$ cat src/hdl/qrs_sqrt_cell.sv
// One cell of the square root chain: decides one root bit per stage.
module qrs_sqrt_cell #(
  parameter int unsigned DW  = 35,
  parameter int unsigned SW  = 18,
  parameter int unsigned BIT = 0
) (
  input  logic          clk_i,
  input  logic          en_i,
  input  logic [DW-1:0] rem_i,
  input  logic [SW-1:0] root_i,
  output logic [DW-1:0] rem_o,
  output logic [SW-1:0] root_o
);

  localparam int unsigned TW = 2 * SW + 2;

  logic [TW-1:0] term;
  logic [TW-1:0] rem_x;
  logic          fits;
  logic [DW-1:0] rem_d;
  logic [SW-1:0] root_d;

  // Growth of the square when this bit is set: 2*root*2^BIT + 2^(2*BIT).
  always_comb begin
    term   = (TW'(root_i) << (BIT + 1)) + (TW'(1) << (2 * BIT));
    rem_x  = TW'(rem_i);
    fits   = (term <= rem_x);
    rem_d  = fits ? DW'(rem_x - term) : rem_i;
    root_d = fits ? (root_i | (SW'(1) << BIT)) : root_i;
  end

  // Hand the partial remainder and root to the next cell.
  always_ff @(posedge clk_i) begin
    if (en_i) begin
      rem_o  <= rem_d;
      root_o <= root_d;
    end
  end

endmodule

$ cat config.mk
export PLATFORM = sky130hd
export DESIGN_NAME = qrs_sqrt_cell
export DESIGN_NICKNAME = d
export VERILOG_FILES = /design/src/hdl/qrs_sqrt_cell.sv
export SDC_FILE = /design/constraint.sdc
export NUM_CORES = 1
export LEC_CHECK = 0
export BUFFER_PORTS_ARGS = -buffer_cell sky130_fd_sc_hd__buf_2
export CORE_ASPECT_RATIO = 0.5
export CORE_MARGIN = 2
export CORE_UTILIZATION = 30
export CTS_BUF_LIST = sky130_fd_sc_hd__clkbuf_4
export DETAILED_ROUTE_END_ITERATION = 10
export GPL_ROUTABILITY_DRIVEN = 0
export SLEW_MARGIN = 20
export SYNTH_ARGS = -nofsm -noshare
export SYNTH_HDL_FRONTEND = slang
export SYNTH_SLANG_ARGS = --single-unit
$ cat constraint.sdc
create_clock -name clk_i -period 4.7 [get_ports clk_i]
set_input_delay 0.47 -clock clk_i [delete_from_list [all_inputs] [get_ports clk_i]]
set_output_delay 0.47 -clock clk_i [all_outputs]
set_load 0.005 [all_outputs]
Word level (Yosys, flattened, before mapping):

Cells that the tools add are included.

* register bits after elaboration: 53
* bits of input ports: 55
* output and inout bits: 53
* logic and storage cells: 7

* add/subtract/negate cells: 2
* $lt $le $gt $ge: 1
* multiplexer cells: 1

Operator list (count)
* $le A20 B35 Y1: 1
* $mux W35: 1
* $sub A35 B20 Y35: 1
* $add A19 B1 Y20 const B: 1

Longest topological paths before layout:

Gate-level depths: netlist of run 1.

* depth in word-level cells: 3
* depth in mapped cells: 10
* gate-level depth less buffers: 9

Worst setup path after synthesis of run 1:

Ideal clock, no wire load.

* path type: input to register
* start point: in root_i[7]
* end point: reg rem_o[25] (data pin)
* library setup time: 258 ps
* arrival time: 2508 ps
* data required time: 4442 ps
* setup slack: 1934 ps
* stages: 10
* path buffers: 1
* cell sequence: inv_1 -> ha_1 -> buf_2 -> nand4_2 -> or4_4 -> o311a_4 -> and2_1 -> nor3_2 -> nand3_1 -> xnor2_1

* longest elaborated chain between the ends: 3
* elaborated cells between the ends (all ways): 4
* classes of those cells: add/sub (2); order compare (1); mux (1)

Ends and longest elaborated chain
* start: declaration: RTL line 10 `input logic [SW-1:0] root_i,`
* $add A19 B1 Y20 *: RTL line 25 `term = (TW'(root_i) << (BIT + 1)) + (TW'(1) << (2 * BIT));`
* $sub A35 B20 Y35 or $le A20 B35 Y1 (tied branches): RTL line 28, 27
* $mux W35 *: RTL line 28 `rem_d = fits ? DW'(rem_x - term) : rem_i;`
* named net rem_d[25]: RTL line 20 `logic [DW-1:0] rem_d;`
* end signal: assignment: RTL line 35 `rem_o <= rem_d;`
* end: declaration: RTL line 11 `output logic [DW-1:0] rem_o,`

The timed path passes the listed nets; every way through them passes the cells marked *.
A chain may end at the register's enable or synchronous reset.

Worst setup path in the final report of run 1:

* start point: in root_i[5]
* end point: reg rem_o[24] (data pin)

The elaborated chain is that of the path after synthesis.

==> impl_metrics.csv, run 1 <==
group,metric,value,unit
status,outcome,"completed",
yosys,netlist_instances,348,
cells_and_area,mostFrequentLayoutCell,"buf_2",
detailed_routing,drc,0,
sta,setup_tns,0,ps
worst_setup_path,crit_path_end_kind,"flip-flop",
sta,fmax,307,MHz
pwr,p_total,1.11,mW
sta,slew_viol_final,0,
pwr,p_per_area,267,nW/um^2
yosys,yosysUniqueCellTypes,53,
yosys,syn_area_per_cell,9.92,sq um
cells_and_area,drive_gt1_share,28.3,%
detailed_routing,drt.antenna.violating_nets,0,
yosys,async_reset_ff_share,0,%
placement,dpl.hpwl,6930,um
clock_network,tritoncts,"yes",
clock_network,cts.path.max_buffers,2,
cells_and_area,area_growth,20.2,%
clock_network,htree_levels,2,
worst_setup_path,crit_path_max_fanout,35,
detailed_routing,routed_via_density,4.87,
yosys,synth_edf_count,53,
yosys,yosysSeqAreaShare,46.1,%
floorplanning,fp.dieArea,12400,sq um
worst_setup_path,crit_arrival,3420,ps
worst_setup_path,path_class,"in2reg",
cells_and_area,diodes,0,
floorplanning,die_w,156,um
floorplanning,rows,27,
clock_network,cts_hold_buf,0,
clock_network,clk_pin_slew,160,ps
clock_network,cts_resized,0,
sta,worst_slack,1440,ps
detailed_routing,wl,8870,um
global_route,grt_overflow,0,
detailed_routing,drt_first_pass_iters,5,
pwr,ir_drop,66.6,uV
min_path,hp-class,"in2reg",
sta,rsz0062_at_grt,"no",
clock_network,clkSinkCount,53,
floorplanning,initial_core_util,31.1,%
run,cap_violations,0,
yosys,yosys_warnings,0,
floorplanning,die_y,79.9,um
placement,numPortBuffers,107,
worst_setup_path,required,4860,ps
sta,finalHoldViolations,0,
global_route,grt_usage,14.5,%
detailed_routing,wire_per_inst,15.0,um
detailed_routing,vias,2886,
yosys,syn_nets,423,
global_route,grt_max_degree,54,
sta,slew_headroom,36.3,%
placement,dp_slack,989,ps
pwr,p_leak,1.76,nW
clock_network,post_cts_buffers,0,
sta,setup_violations,0,
sta,min_period,3260,ps
yosys,ys.flop_type,"edfxtp_1",
yosys,netlist_area,3450,sq um
clock_network,root_buffer,"clkbuf_4",
global_route,antenna_found_initial,0,
floorplanning,core_area,11100,sq um
sta,tightest_slew,955,ps
floorplanning,ios,108,
global_route,grt_pass1_wl,14200,um
clock_network,cts_buffers,5,
yosys,ys_ff_latch,53,
sta,finalCritPeriodShare,69.3,%
detailed_routing,drt-initial-drc-count,203,
cells_and_area,final_cell_mix,"buf_2 (107), edfxtp_1 (53), nor2_1 (36), a21oi_1 (32), nand2_1 (32)",
cells_and_area,fin_nets,522,
global_route,grt_pass1_vias,2855,
worst_setup_path,critPathLaunchType,"primary input",
logic make-up after synthesis:
| logic type | after synthesis | share of synthesized area, % |
|---|---|---|
| multiplexers | 2 | 0.616 |
| AND/OR/NAND/NOR | 117 | 17.0 |
| XOR/XNOR | 34 | 8.63 |
| AO/OA/AOI/OAI | 78 | 14.8 |
| buffers and inverters | 44 | 5.44 |
| adder cells (fa/ha/maj) | 20 | 7.47 |
| flip-flops | 53 | 46.1 |
worst max-delay path, stage by stage:
cell and delay, ps:
buf_2 100, inv_1 40, ha_1 370, a21oi_1 250
o211ai_1 180, a211oi_1 690, o2111ai_4 560, o21ai_2 350
and4b_1 250, xor2_1 140
synth_stat cells (all sizes together) (2+ instances only):
| cell type | number | share of area [%] |
|---|---|---|
| edfxtp | 53 | 46 |
| nor2 | 36 | 3.9 |
| a21oi | 32 | 4.6 |
| nand2 | 32 | 3.5 |
| inv | 27 | 3.0 |
| ha | 19 | 6.9 |
| xor2 | 18 | 4.6 |
| o21ai | 17 | 2.6 |
| xnor2 | 16 | 4.1 |
| nor3 | 10 | 1.6 |
| buf | 9 | 1.5 |
| clkbuf | 8 | 0.91 |
| nand4 | 8 | 1.6 |
| nor4 | 7 | 1.4 |
| a211oi | 6 | 1.3 |
| nand3 | 6 | 0.87 |
| a21o | 4 | 0.87 |
| o211ai | 3 | 0.65 |
| o21a | 3 | 0.65 |
| or4 | 3 | 0.76 |
| a21boi | 2 | 0.43 |
| a221oi | 2 | 0.69 |
| a31oi | 2 | 0.36 |
| and4b | 2 | 0.58 |
| nand2b | 2 | 0.36 |
| nor2b | 2 | 0.36 |
| nor3b | 2 | 0.43 |
| o2111ai | 2 | 1.0 |
per-stage QoR:
step / std cells / hold slack (ps) / area, sq um / util, %
after CTS: 593 / 225 / 4150 / 37.3
after global routing: 593 / 223 / 4150 / 37.3
after detailed placement: 585 / 662 / 4100 / 36.9
after global placement: 585 / 663 / 4100 / 36.9
final: 593 / 252 / 4150 / 37.3
after floorplan: 348 / 569 / 3450 / -
worst paths after layout:
check,from,end,slack [ps],cells past startpoint
max,root_i[5],rem_o[24]$_DFFE_PP_,1440,10
min,root_i[13],root_o[13]$_DFFE_PP_,250,1
power by group:
| group | switching (mW) | internal [mW] | total (mW) | leakage, nW |
|---|---|---|---|---|
| Clock | 0.152 | 0.0546 | 0.207 | 0.0300 |
| Sequential | 0.0114 | 0.585 | 0.597 | 0.519 |
| Combinational | 0.173 | 0.133 | 0.306 | 1.21 |
registers in the layout (all words and copies together), names as in the netlist:
signal / flops
root_o: 18
rem_o: 35
layout make-up:
class | count | area (sq um)
Multi-Input combinational cell | 251 | 1670
Inverter | 27 | 104
Timing Repair Buffer | 109 | 551
Clock buffer | 5 | 37.5
Clock inverter | 3 | 12.5
Tap cell | 145 | 181
Sequential cell | 53 | 1590
Fill cell | 1143 | 6960
per-layer routing:
layer | global-route usage, % | share of wire, % | vias up
li1 | - | - | 1458
met1 | 20.0 | 49 | 1343
met2 | 23.3 | 45 | 83
met3 | 3.69 | 6.4 | 2
met4 | 2.84 | 0.36 | 0
met5 | 0 | 0 | -
(Power assumes the default switching activity.)
==> inputs of run 2 (changes only) <==
==> constraint.sdc (replaced) <==
create_clock -name clk_i -period 2.9 [get_ports clk_i]
set_input_delay 0.29 -clock clk_i [delete_from_list [all_inputs] [get_ports clk_i]]
set_output_delay 0.29 -clock clk_i [all_outputs]
set_load 0.005 [all_outputs]
==> run 2 against run 1 <==
Final cell count up 3.4%; utilization increased by 1.7 points; sequential share of layout area down 1.7 points; critical path type unchanged; clock power up 100%; critical endpoint is now rem_o[22]$_DFFE_PP_; routed wire length is 3.1% higher; die area did not move; via count up 3.0%; highest routed layer unchanged; non-clock buffer count increased by 21; first-iteration DRC count is 2.0% higher; sequential power increased by 62%; setup slack lost 980 ps; largest power group unchanged.
==> impl_metrics.csv, run 2 (same netlist as run 1, synthesis figures left out) <==
group,metric,value,unit
global_route,grt_usage,14.9,%
detailed_routing,vias,2973,
sta,finalHoldViolations,0,
min_path,min-delay-start,"root_i[9]",
sta,slew_viol_final,0,
worst_setup_path,cpPeakStageDelay,560,ps
floorplanning,initial_core_util,31.1,%
pwr,p_leak,1.88,nW
global_route,grt_overflow,0,
worst_setup_path,critPathLaunchType,"primary input",
cells_and_area,largest_register,"rem_o",
worst_setup_path,crit_path_start,"root_i[5]",
cells_and_area,area_growth,25.8,%
clock_network,htree_levels,2,
detailed_routing,routed_via_density,4.85,
clock_network,cts_buffers,5,
clock_network,root_buffer,"clkbuf_4",
cells_and_area,largest_reg_flops,35,
worst_setup_path,required,3050,ps
worst_setup_path,crit_slowest_cell,"or4_4",
cells_and_area,final_cell_mix,"buf_2 (107), edfxtp_1 (53), nor2_1 (36), a21oi_1 (32), nand2_1 (32)",
clock_network,clkSinkCount,53,
pwr,p_per_area,442,nW/um^2
placement,numPortBuffers,107,
worst_setup_path,crit_arrival,2580,ps
detailed_routing,drt.antenna.violating_nets,0,
global_route,grt_pass1_vias,2860,
status,outcome,"completed",
floorplanning,core_area,11100,sq um
worst_setup_path,path_buf_inv,3,
global_route,antenna_found_initial,0,
cells_and_area,largestRegisters,"rem_o: 35 flops, root_o: 18 flops",
sta,slew_headroom,52.2,%
detailed_routing,drt_first_pass_iters,4,
sta,fmax,411,MHz
detailed_routing,drt-initial-drc-count,207,
floorplanning,fp.dieArea,12400,sq um
sta,tightest_slew,717,ps
cells_and_area,drive_gt1_share,31.8,%
placement,dp_cells,606,
sta,min_period,2430,ps
worst_setup_path,critPathTopFamily,"simple AND/OR/NAND/NOR gates",
worst_setup_path,crit_path_max_fanout,6,
sta,finalCritPeriodShare,84.0,%
floorplanning,die_w,156,um
cells_and_area,fin_nets,543,
worst_setup_path,worstPathCellList,"buf_2 > inv_1 > ha_1 > nand4_2 > or4_4 > o311a_4 > o2111ai_4 > inv_4 > nor4_1 > xor2_1",
sta,rsz0062_at_grt,"no",
floorplanning,die_y,79.9,um
detailed_routing,wire_per_inst,14.9,um
run,cap_violations,0,
clock_network,tritoncts,"yes",
cells_and_area,stdcell_count,613,
clock_network,post_cts_buffers,0,
placement,dpl.hpwl,7340,um
floorplanning,ios,108,
min_path,hp-class,"in2reg",
floorplanning,rows,27,
detailed_routing,wl,9150,um
cells_and_area,fillers,1133,
worst_setup_path,path_class,"in2reg",
sta,setup_violations,0,
clock_network,cts.path.max_buffers,2,
global_route,grt_max_degree,28,
sta,setup_tns,0,ps
cells_and_area,mostFrequentLayoutCell,"buf_2",
clock_network,clk_pin_slew,160,ps
detailed_routing,drc,0,
global_route,grt_pass1_wl,14500,um
worst_setup_path,crit_path_end_kind,"flip-flop",
cells_and_area,diodes,0,
clock_network,cts_resized,0,
pwr,ir_drop,130,uV
clock_network,cts_hold_buf,0,
[run 2: cell types whose count changed in the layout (fill, tap and decap cells not counted)]
cell / previous run / this run
buf_4: 2 / 22
clkinv_1: 2 / 0
bufinv_16: 0 / 1
buf_12: 0 / 1
[run 2: stage by stage]
step           hold WS (ps)  instance area, sq um  power, mW  setup WS, ps  util [%]
3_3_place_gp            482                  4270       1.51          56.0      38.4
6_report               71.5                  4340       1.92           465      39.1
5_1_grt                32.9                  4340       2.04           322      39.1
2_1_floorplan           389                  3450       1.27           314         -
3_5_place_dp            483                  4270       1.52          31.8      38.4
4_1_cts                52.4                  4340       1.94           475      39.1
[run 2: worst paths after layout]
path	cells past startpoint	end	slack, ps
setup / recovery	10	rem_o[22]$_DFFE_PP_	470
hold / removal	1	root_o[9]$_DFFE_PP_	70
[run 2: final cells by class]
class / instances / area [sq um] / area share, %
multi-input combinational: 251 / 1670 / 38.5
sequential: 53 / 1590 / 36.6
timing repair buffer: 130 / 721 / 16.6
tap: 145 / 181 / 4.18
inverter: 27 / 104 / 2.39
clock buffer: 5 / 37.5 / 0.864
clock inverter: 2 / 35.0 / 0.807
[run 2: layer usage]
metal	GRT usage, %	wire length (um)	up-vias
met3	3.04	524	7
met5	0	0	-
li1	-	-	1499
met2	23.8	4110	75
met4	3.03	62	0
met1	20.9	4450	1392
[run 2: power by group]
group	leakage [nW]	switching [mW]	internal, mW	total, mW
clock network	0.0410	0.246	0.176	0.422
registers	0.519	0.0196	0.948	0.968
logic	1.32	0.288	0.241	0.529
