==> src/hdl/qrs_div_cell.sv <==
// One cell of the restoring divider chain: decides one quotient bit per stage.
module qrs_div_cell #(
  parameter int unsigned QW  = 37,
  parameter int unsigned DNW = 17,
  parameter int unsigned BIT = 0
) (
  input  logic           clk_i,
  input  logic           en_i,
  input  logic [QW-1:0]  num_i,
  input  logic [DNW-1:0] den_i,
  input  logic [DNW-1:0] rem_i,
  input  logic [QW-1:0]  quo_i,
  output logic [QW-1:0]  num_o,
  output logic [DNW-1:0] den_o,
  output logic [DNW-1:0] rem_o,
  output logic [QW-1:0]  quo_o
);

  logic [DNW:0]   trial;
  logic           fits;
  logic [DNW-1:0] rem_d;
  logic [QW-1:0]  quo_d;

  // Bring down the next numerator bit and try to subtract the divisor.
  always_comb begin
    trial = {rem_i, num_i[BIT]};
    fits  = (trial >= {1'b0, den_i});
    rem_d = fits ? DNW'(trial - {1'b0, den_i}) : trial[DNW-1:0];
    quo_d = fits ? (quo_i | (QW'(1) << BIT)) : quo_i;
  end

  // Pass operands and partial results to the next cell.
  always_ff @(posedge clk_i) begin
    if (en_i) begin
      num_o <= num_i;
      den_o <= den_i;
      rem_o <= rem_d;
      quo_o <= quo_d;
    end
  end

endmodule

==> config.mk <==
export PLATFORM = sky130hd
export DESIGN_NAME = qrs_div_cell
export DESIGN_NICKNAME = d
export VERILOG_FILES = /design/src/hdl/qrs_div_cell.sv
export SDC_FILE = /design/constraint.sdc
export NUM_CORES = 1
export LEC_CHECK = 0
export BUFFER_PORTS_ARGS = -buffer_cell sky130_fd_sc_hd__buf_2
export CELL_PAD_IN_SITES_DETAIL_PLACEMENT = 1
export CELL_PAD_IN_SITES_GLOBAL_PLACEMENT = 2
export CORE_ASPECT_RATIO = 1.1
export CORE_UTILIZATION = 32
export CTS_CLUSTER_SIZE = 28
export DETAILED_ROUTE_END_ITERATION = 7
export GPL_ROUTABILITY_DRIVEN = 0
export PLACE_DENSITY = 0.86
export RECOVER_POWER = 50
export SLEW_MARGIN = 15
export SYNTH_ARGS = -nofsm -noshare
export SYNTH_HDL_FRONTEND = slang
export SYNTH_SLANG_ARGS = --single-unit
export TNS_END_PERCENT = 100
==> constraint.sdc <==
create_clock -name clk_i -period 8.9 [get_ports clk_i]
set_input_delay 1.78 -clock clk_i [delete_from_list [all_inputs] [get_ports clk_i]]
set_output_delay 1.78 -clock clk_i [all_outputs]
set_load 0.005 [all_outputs]
Word-level counts from Yosys, hierarchy flattened
Index checks and enable logic that the tools add are counted.
- add/sub/neg operators: 1
- magnitude comparators: 1
- mux-type cells: 1
- operators by type and width (cell ; number):
    $ge 18x17->1 ; 1
    $mux 17 ; 1
    $sub 17x17->17 ; 1
- register bits: 108
- input port bits: 110
- output and inout bits: 108
- logic and storage cells: 8

Depth between registers and ports, before layout
Gate-level depths: netlist (run 1).
- depth in word-level cells: 2
- depth in mapped cells: 11
- depth with buffers taken out: 10

Least setup slack after synthesis (run 1)
OpenSTA, ideal clock, no wires.
- kind: input -> register
- start: input num_i[0]
- end: register rem_o[10], data pin
- setup time: 0.260 ns
- arrival: 3.827 ns
- required time: 8.640 ns
- slack: 4.812 ns
- cell stages on the path: 11
- buffers on the path: 1
- cells stage by stage: inv_1 -> ha_1 -> inv_1 -> fa_1 -> a21oi_2 -> o211ai_1 -> a21oi_2 -> o31a_2 -> o41ai_4 -> buf_6 -> mux2_4
- cells in the longest elaborated chain, start to end: 2
- elaborated cells between the ends (all ways): 3
- classes of those cells: add/sub (1); order compare (1); mux (1)
- RTL lines (item ; line ; source):
    start, declared ; 9 ; input logic [QW-1:0] num_i,
    $sub 17x17->17 / $ge 18x17->1 (equally long branches) ; 28, 27 ;
    $mux 17 (*) ; 28 ; rem_d = fits ? DNW'(trial - {1'b0, den_i}) : trial[DNW-1:0];
    named net rem_d[10] ; 21 ; logic [DNW-1:0] rem_d;
    end signal, assigned ; 37 ; rem_o <= rem_d;
    end, declared ; 15 ; output logic [DNW-1:0] rem_o,
Mark *: on every way through the listed nets, which the timed path passes. The rest lies on a longest branch.
A chain may end at the register's enable or synchronous reset.

Worst setup path after layout (run 1)
- start: input num_i[0]
- end: register rem_o[7], data pin
Same word-level chain as after synthesis.

==> results.toml, run 1 <==
[global_routing]
grt_pass1_vias = 3336
grt_max_degree = 81
grt_util_met1_pct = 18.7
gr-total-overflow = 0
antenna_found_initial = 1
globalRouteMet3Util_pct = 6.25
grt-busiest-layer = "met2"
grt_use_total_pct = 18.1
grt_pass1_wl_mm = 19.1
grtUsageMet2_pct = 33.4

[routing]
vias = 3175
routedWlPerCell_um = 18.9
initialDrtViolationCount = 171
postRouteAntennaNets = 0
drtPass1Iterations = 4
avgViaCountPerCell = 4.64
drc = 0
wl_mm = 12.9

[final_layout]
fin_area_sq_um = 6010
drive_gt1_share_pct = 43.7
fin_nets = 624
final_util_pct = 44.9
area_growth_pct = 35.3
diodes = 0
fillerInstances = 1474

[floorplan]
die_w_um = 114
fp.dieH_um = 126
pin_count = 218
coreArea_sq_um = 13400
initial_core_util_pct = 33.2
row_count = 44
dieArea_sq_um = 14300

[logic_synthesis]
synthesis.nets = 398
seq_area_frac_synth_pct = 73.1
synthArstFlopShare_pct = 0
avgSynthCellArea_sq_um = 16.4
synth.distinct_cells = 42
synthCells = 270
synth_edf_count = 108
syn_area_sq_um = 4440
synth_area_leader_cell = "edfxtp_1"
synth_top_area_share_pct = 73.1
synth.area.top_cells = "edfxtp_1 73%, ha_1 4.8%, mux2_4 2.7%"
synth-seq-cells = 108
synth_top_flop_cell = "edfxtp_1"
ys_warn_count = 0

[timing]
report.final.setup_viol = 0
final.setup.tns_ps = 0
worst_pin_slew_ps = 1600
max_freq_mhz = 228
hold_viol_final = 0
relSlewSlack_pct = -6.98
rsz0062_at_grt = "no"
min_period_over_period_pct = 49.4
report.final.slew_viol_count = 30
min_period_ps = 4400

[clocking]
cts-htree-levels = 3
clk_pin_slew_ps = 70
postCtsSetupRepairBufs = 0
cts_tree = "done"
clock-sinks = 108
cts_resized = 0
clock_path_buffers = 2
postCtsHoldBufs = 0
numCtsBuffers = 9
cts_root_buffer = "clkbuf_16"

[hold_path]
hold_class = "input pin to flip-flop"
hold_depth = 1
hold_path.startpoint = "quo_i[36]"
hold_path_end = "quo_o[36]"

[outcome]
outcome = "complete, but fails checks"
failed_checks = "max-capacitance violations, max-slew violations"

[critical_path]
crit_buf_inv = 4
critPathRequiredTime_ps = 9000
cp-start-kind = "input pin"
slowest_delay_ps = 710
crit_chain = "clkbuf_1 > inv_1 > ha_1 > inv_1 > fa_1 > a21oi_2 > o211ai_1 > a21oi_2 > o31a_2 > o41ai_4 > buf_4 > mux2_2"
crit_type = "input pin to flip-flop"
slowest_stage = "o41ai_4"
crit_family = "compound AO/OA/AOI/OAI gates"
arrival_ps = 4490
endpoint_kind = "flip-flop"
critPathMaxFanout = 10

[placed_design]
hpwl_mm = 10.1
place_area_sq_um = 5750
io_buffers = 217

[power_and_ir_drop]
leakagePower_nw = 2.54
vdd_drop_max_mv = 0.0833
powerDensity_nw_per_um2 = 205

[job]
drv_cap = 1
state kept, by name, summed over array words and instances (netlist names):
name   count
num_o     37
quo_o     37
rem_o     17
den_o     17
through the flow:
step           hold WS [ps]  power, W  worst slack (ps)  cells
2_1_floorplan          1880  0.000725              4810    270
3_3_place_gp           1960  0.000823              4180    669
3_5_place_dp           1960  0.000834              4160    669
4_1_cts                1590   0.00125              4520    685
5_1_grt                1580   0.00128              4290    685
6_report               1610   0.00123              4500    685
how the worst max path moves through the flow:
stage	to	from	depth (start not counted)
after floorplan	rem_o[10]	num_i[0]	11
after global placement	rem_o[1]	num_i[0]	12
after detailed placement	rem_o[4]	num_i[0]	12
after CTS	rem_o[7]	num_i[0]	12
after global routing	rem_o[7]	num_i[0]	12
final	rem_o[7]	num_i[0]	12
cell type report:
cell class	instances	area [sq um]	share of cell area [%]
multi-input combinational	136	1090	18.1
clock buffer	10	229	3.81
inverter	22	82.6	1.38
timing repair buffer	219	1050	17.5
sequential	108	3240	54.0
clock inverter	6	78.8	1.31
tap	184	230	3.83
cell usage after synthesis, types with 2 or more instances:
cell       number
o21ai_0         6
xor2_1          6
inv_1          22
and2_1          2
a21oi_1        16
nand3_1         6
o21a_1          2
edfxtp_1      108
nor2b_1         2
nand4_1         3
a21oi_2         2
xnor2_1         5
nand2_1        10
nor3_1          7
mux2_2          8
a2111oi_0       2
mux2_4          8
a21o_1          2
nor2_1         11
o211ai_1        3
ha_1           17
clkbuf_1        2
logic make-up after synthesis:
logic type                 count (synthesis)  synth area share, %
DFF                                      108                 73.1
and+or+nand+nor                           46                 5.16
AOI/OAI and AO/OA                         44                 6.99
buffers and inverters                     26                 2.40
adders and majority gates                 18                 5.24
muxes                                     17                 4.96
xor gates and xnor gates                  11                 2.17
placed cells by master (no fill, tap or decap), drive strengths merged, types with 2 or more instances in the layout:
cell type | netlist | final
a2111oi | 2 | 2
a21o | 2 | 2
a21oi | 18 | 18
and2 | 2 | 2
buf | 2 | 181
clkbuf | 2 | 48
edfxtp | 108 | 108
ha | 17 | 17
inv | 22 | 26
mux2 | 16 | 16
nand2 | 11 | 11
nand3 | 6 | 6
nand4 | 3 | 3
nor2 | 11 | 11
nor2b | 2 | 2
nor3 | 7 | 7
o211ai | 3 | 3
o21a | 2 | 2
o21ai | 7 | 7
xnor2 | 5 | 5
xor2 | 6 | 6
routing by layer:
metal / wire, um / part of all wire, %
met4: 278 / 2.2
met5: 13 / 0.10
met2: 6890 / 53
met1: 4760 / 37
met3: 976 / 7.6
where the power goes:
group          internal [W]  leakage (nW)  switching, W
Clock              0.000225         0.152      0.000190
Combinational     0.0000902          1.33     0.0000997
Sequential         0.000615          1.06     0.0000124
Total              0.000930          2.54      0.000302
No activity file was read; power rests on OpenSTA's default activity.
==> inputs of run 2 (changes only) <==
--- a/config.mk
+++ b/config.mk
@@ -9,11 +9,11 @@
 export CELL_PAD_IN_SITES_DETAIL_PLACEMENT = 1
 export CELL_PAD_IN_SITES_GLOBAL_PLACEMENT = 2
 export CORE_ASPECT_RATIO = 1.1
-export CORE_UTILIZATION = 32
+export CORE_UTILIZATION = 29
 export CTS_CLUSTER_SIZE = 28
 export DETAILED_ROUTE_END_ITERATION = 7
 export GPL_ROUTABILITY_DRIVEN = 0
-export PLACE_DENSITY = 0.86
+export PLACE_DENSITY = 0.79
 export RECOVER_POWER = 50
 export SLEW_MARGIN = 15
 export SYNTH_ARGS = -nofsm -noshare
==> constraint.sdc (replaced) <==
create_clock -name clk_i -period 4.57 [get_ports clk_i]
set_input_delay 0.914 -clock clk_i [delete_from_list [all_inputs] [get_ports clk_i]]
set_output_delay 0.914 -clock clk_i [all_outputs]
set_load 0.005 [all_outputs]
==> run 2 against run 1 <==
Effect of this change:
- critical path type unchanged
- first-iteration DRC count is 16% lower
- core utilization is 4.6 points lower
- the run still ends with max-capacitance violations, max-slew violations left
- combinational power is 94% higher
- sequential share of layout area is 0.36 points lower
- sequential cell count stayed put
- total power is 95% higher
- non-clock buffer count is 1 higher
- final cell count is 1.9% higher
- routed wire length is 5.2% lower
- clock power is 96% higher
==> results.toml, run 2 (synthesis gave the netlist of run 1 again) <==
[outcome]
outcome = "complete, but fails checks"
failed_checks = "max-capacitance violations, max-slew violations"

[timing]
max_freq_mhz = 278
worst_pin_slew_ps = 2810
relSlewSlack_pct = -87.4
report.final.setup_viol = 0
report.final.slew_viol_count = 52
hold_viol_final = 0
holdWs_ps = 727
final.setup.tns_ps = 0
min_period_over_period_pct = 78.7
rsz0062_at_grt = "no"
min_period_ps = 3600

[final_layout]
drive_gt1_share_pct = 46.8
stdcell_count = 698
layout_commonest_cell = "buf_2"
multi_input_area_sq_um = 1090
seq_area_sq_um = 3240
diodes = 0
reg_top3 = "num_o (37), quo_o (37)"
area_growth_pct = 36.2
fin_nets = 625
layout_common_cells = "193 x buf_2, 108 x edfxtp_1, 24 x clkbuf_1"
fillerInstances = 1653

[floorplan]
pin_count = 218
coreArea_sq_um = 15000
row_count = 47
initial_core_util_pct = 29.6
die_w_um = 120
dieArea_sq_um = 15800
fp.dieH_um = 132

[critical_path]
arrival_ps = 3710
cp-start-kind = "input pin"
critPathMaxFanout = 10
crit_family = "compound AO/OA/AOI/OAI gates"
crit_chain = "clkbuf_1 > inv_1 > ha_1 > inv_1 > fa_1 > a21oi_2 > o211ai_1 > a21oi_2 > o31a_2 > o41ai_4 > buf_4 > mux2_2"
critPathRequiredTime_ps = 4680
endpoint_kind = "flip-flop"
crit_type = "input pin to flip-flop"
slowest_delay_ps = 750
crit_buf_inv = 4
slowest_stage = "o41ai_4"

[power_and_ir_drop]
powerDensity_nw_per_um2 = 398
vdd_drop_max_mv = 0.149
leakagePower_nw = 2.58

[clocking]
cts_resized = 0
postCtsSetupRepairBufs = 0
cts_root_buffer = "clkbuf_16"
clk_pin_slew_ps = 80
cts-htree-levels = 3
postCtsHoldBufs = 0
cts_tree = "done"
clock-sinks = 108
numCtsBuffers = 9
clock_path_buffers = 2

[global_routing]
antenna_found_initial = 0
grt_max_degree = 52
grt_use_total_pct = 15.5
grt_pass1_wl_mm = 18.3
grt_pass1_vias = 3318
gr-total-overflow = 0

[routing]
wl_mm = 12.2
avgViaCountPerCell = 4.50
initialDrtViolationCount = 143
vias = 3142
wl_met3_mm = 1.08
postRouteAntennaNets = 0
drc = 0
routed.top_layer = "met4"
routedWlPerCell_um = 17.5
met2_wirelength_mm = 6.14
drtPass1Iterations = 4
wl_met1_mm = 4.79

[placed_design]
dp.cells = 682
hpwl_mm = 9.58
io_buffers = 217

[job]
drv_cap = 1

[hold_path]
hold_class = "input pin to flip-flop"
run 2: changes by cell type in the layout (fill, tap and decap cells not counted):
cell        delta
buf_4          +1
clkbuf_1      -15
buf_2         +14
inv_6          -2
clkinv_2       +1
clkinv_4       +1
clkinvlp_4     +1
run 2: area by class of cell:
| type | count | area share, % |
|---|---|---|
| clock buffer | 9 | 3.73 |
| clock inverter | 7 | 1.37 |
| inverter | 22 | 1.37 |
| multi-input combinational | 136 | 18.0 |
| timing repair buffer | 220 | 17.8 |
| tap | 196 | 4.06 |
| sequential | 108 | 53.6 |
run 2: worst paths after layout:
| check | end | cells past startpoint | slack, ps | from |
|---|---|---|---|---|
| setup / recovery | rem_o[4] | 12 | 970 | num_i[0] |
| hold / removal | quo_o[31] | 1 | 730 | quo_i[31] |
run 2: report_power, final:
part / leakage, nW / switching, W / internal [W] / total (W)
Clock: 0.149 / 0.000381 / 0.000434 / 0.000815
Combinational: 1.37 / 0.000189 / 0.000179 / 0.000368
Sequential: 1.06 / 0.0000227 / 0.00120 / 0.00122
Total: 2.58 / 0.000593 / 0.00181 / 0.00240
run 2: stage by stage:
step / worst slack [ps] / total power [W] / utilization [%] / area, sq um
floorplan: 1350 / 0.00141 / - / 4440
global placement: 698 / 0.00160 / 38.5 / 5770
detailed placement: 590 / 0.00162 / 38.5 / 5770
CTS: 974 / 0.00244 / 40.5 / 6080
global route: 743 / 0.00250 / 40.3 / 6050
finish: 973 / 0.00240 / 40.3 / 6050
run 2: metal layers:
metal  up-vias  track usage, %
met2       143            26.8
met3        17            5.80
met5         -               0
met1      1503            17.2
li1       1479               -
met4         0            5.56
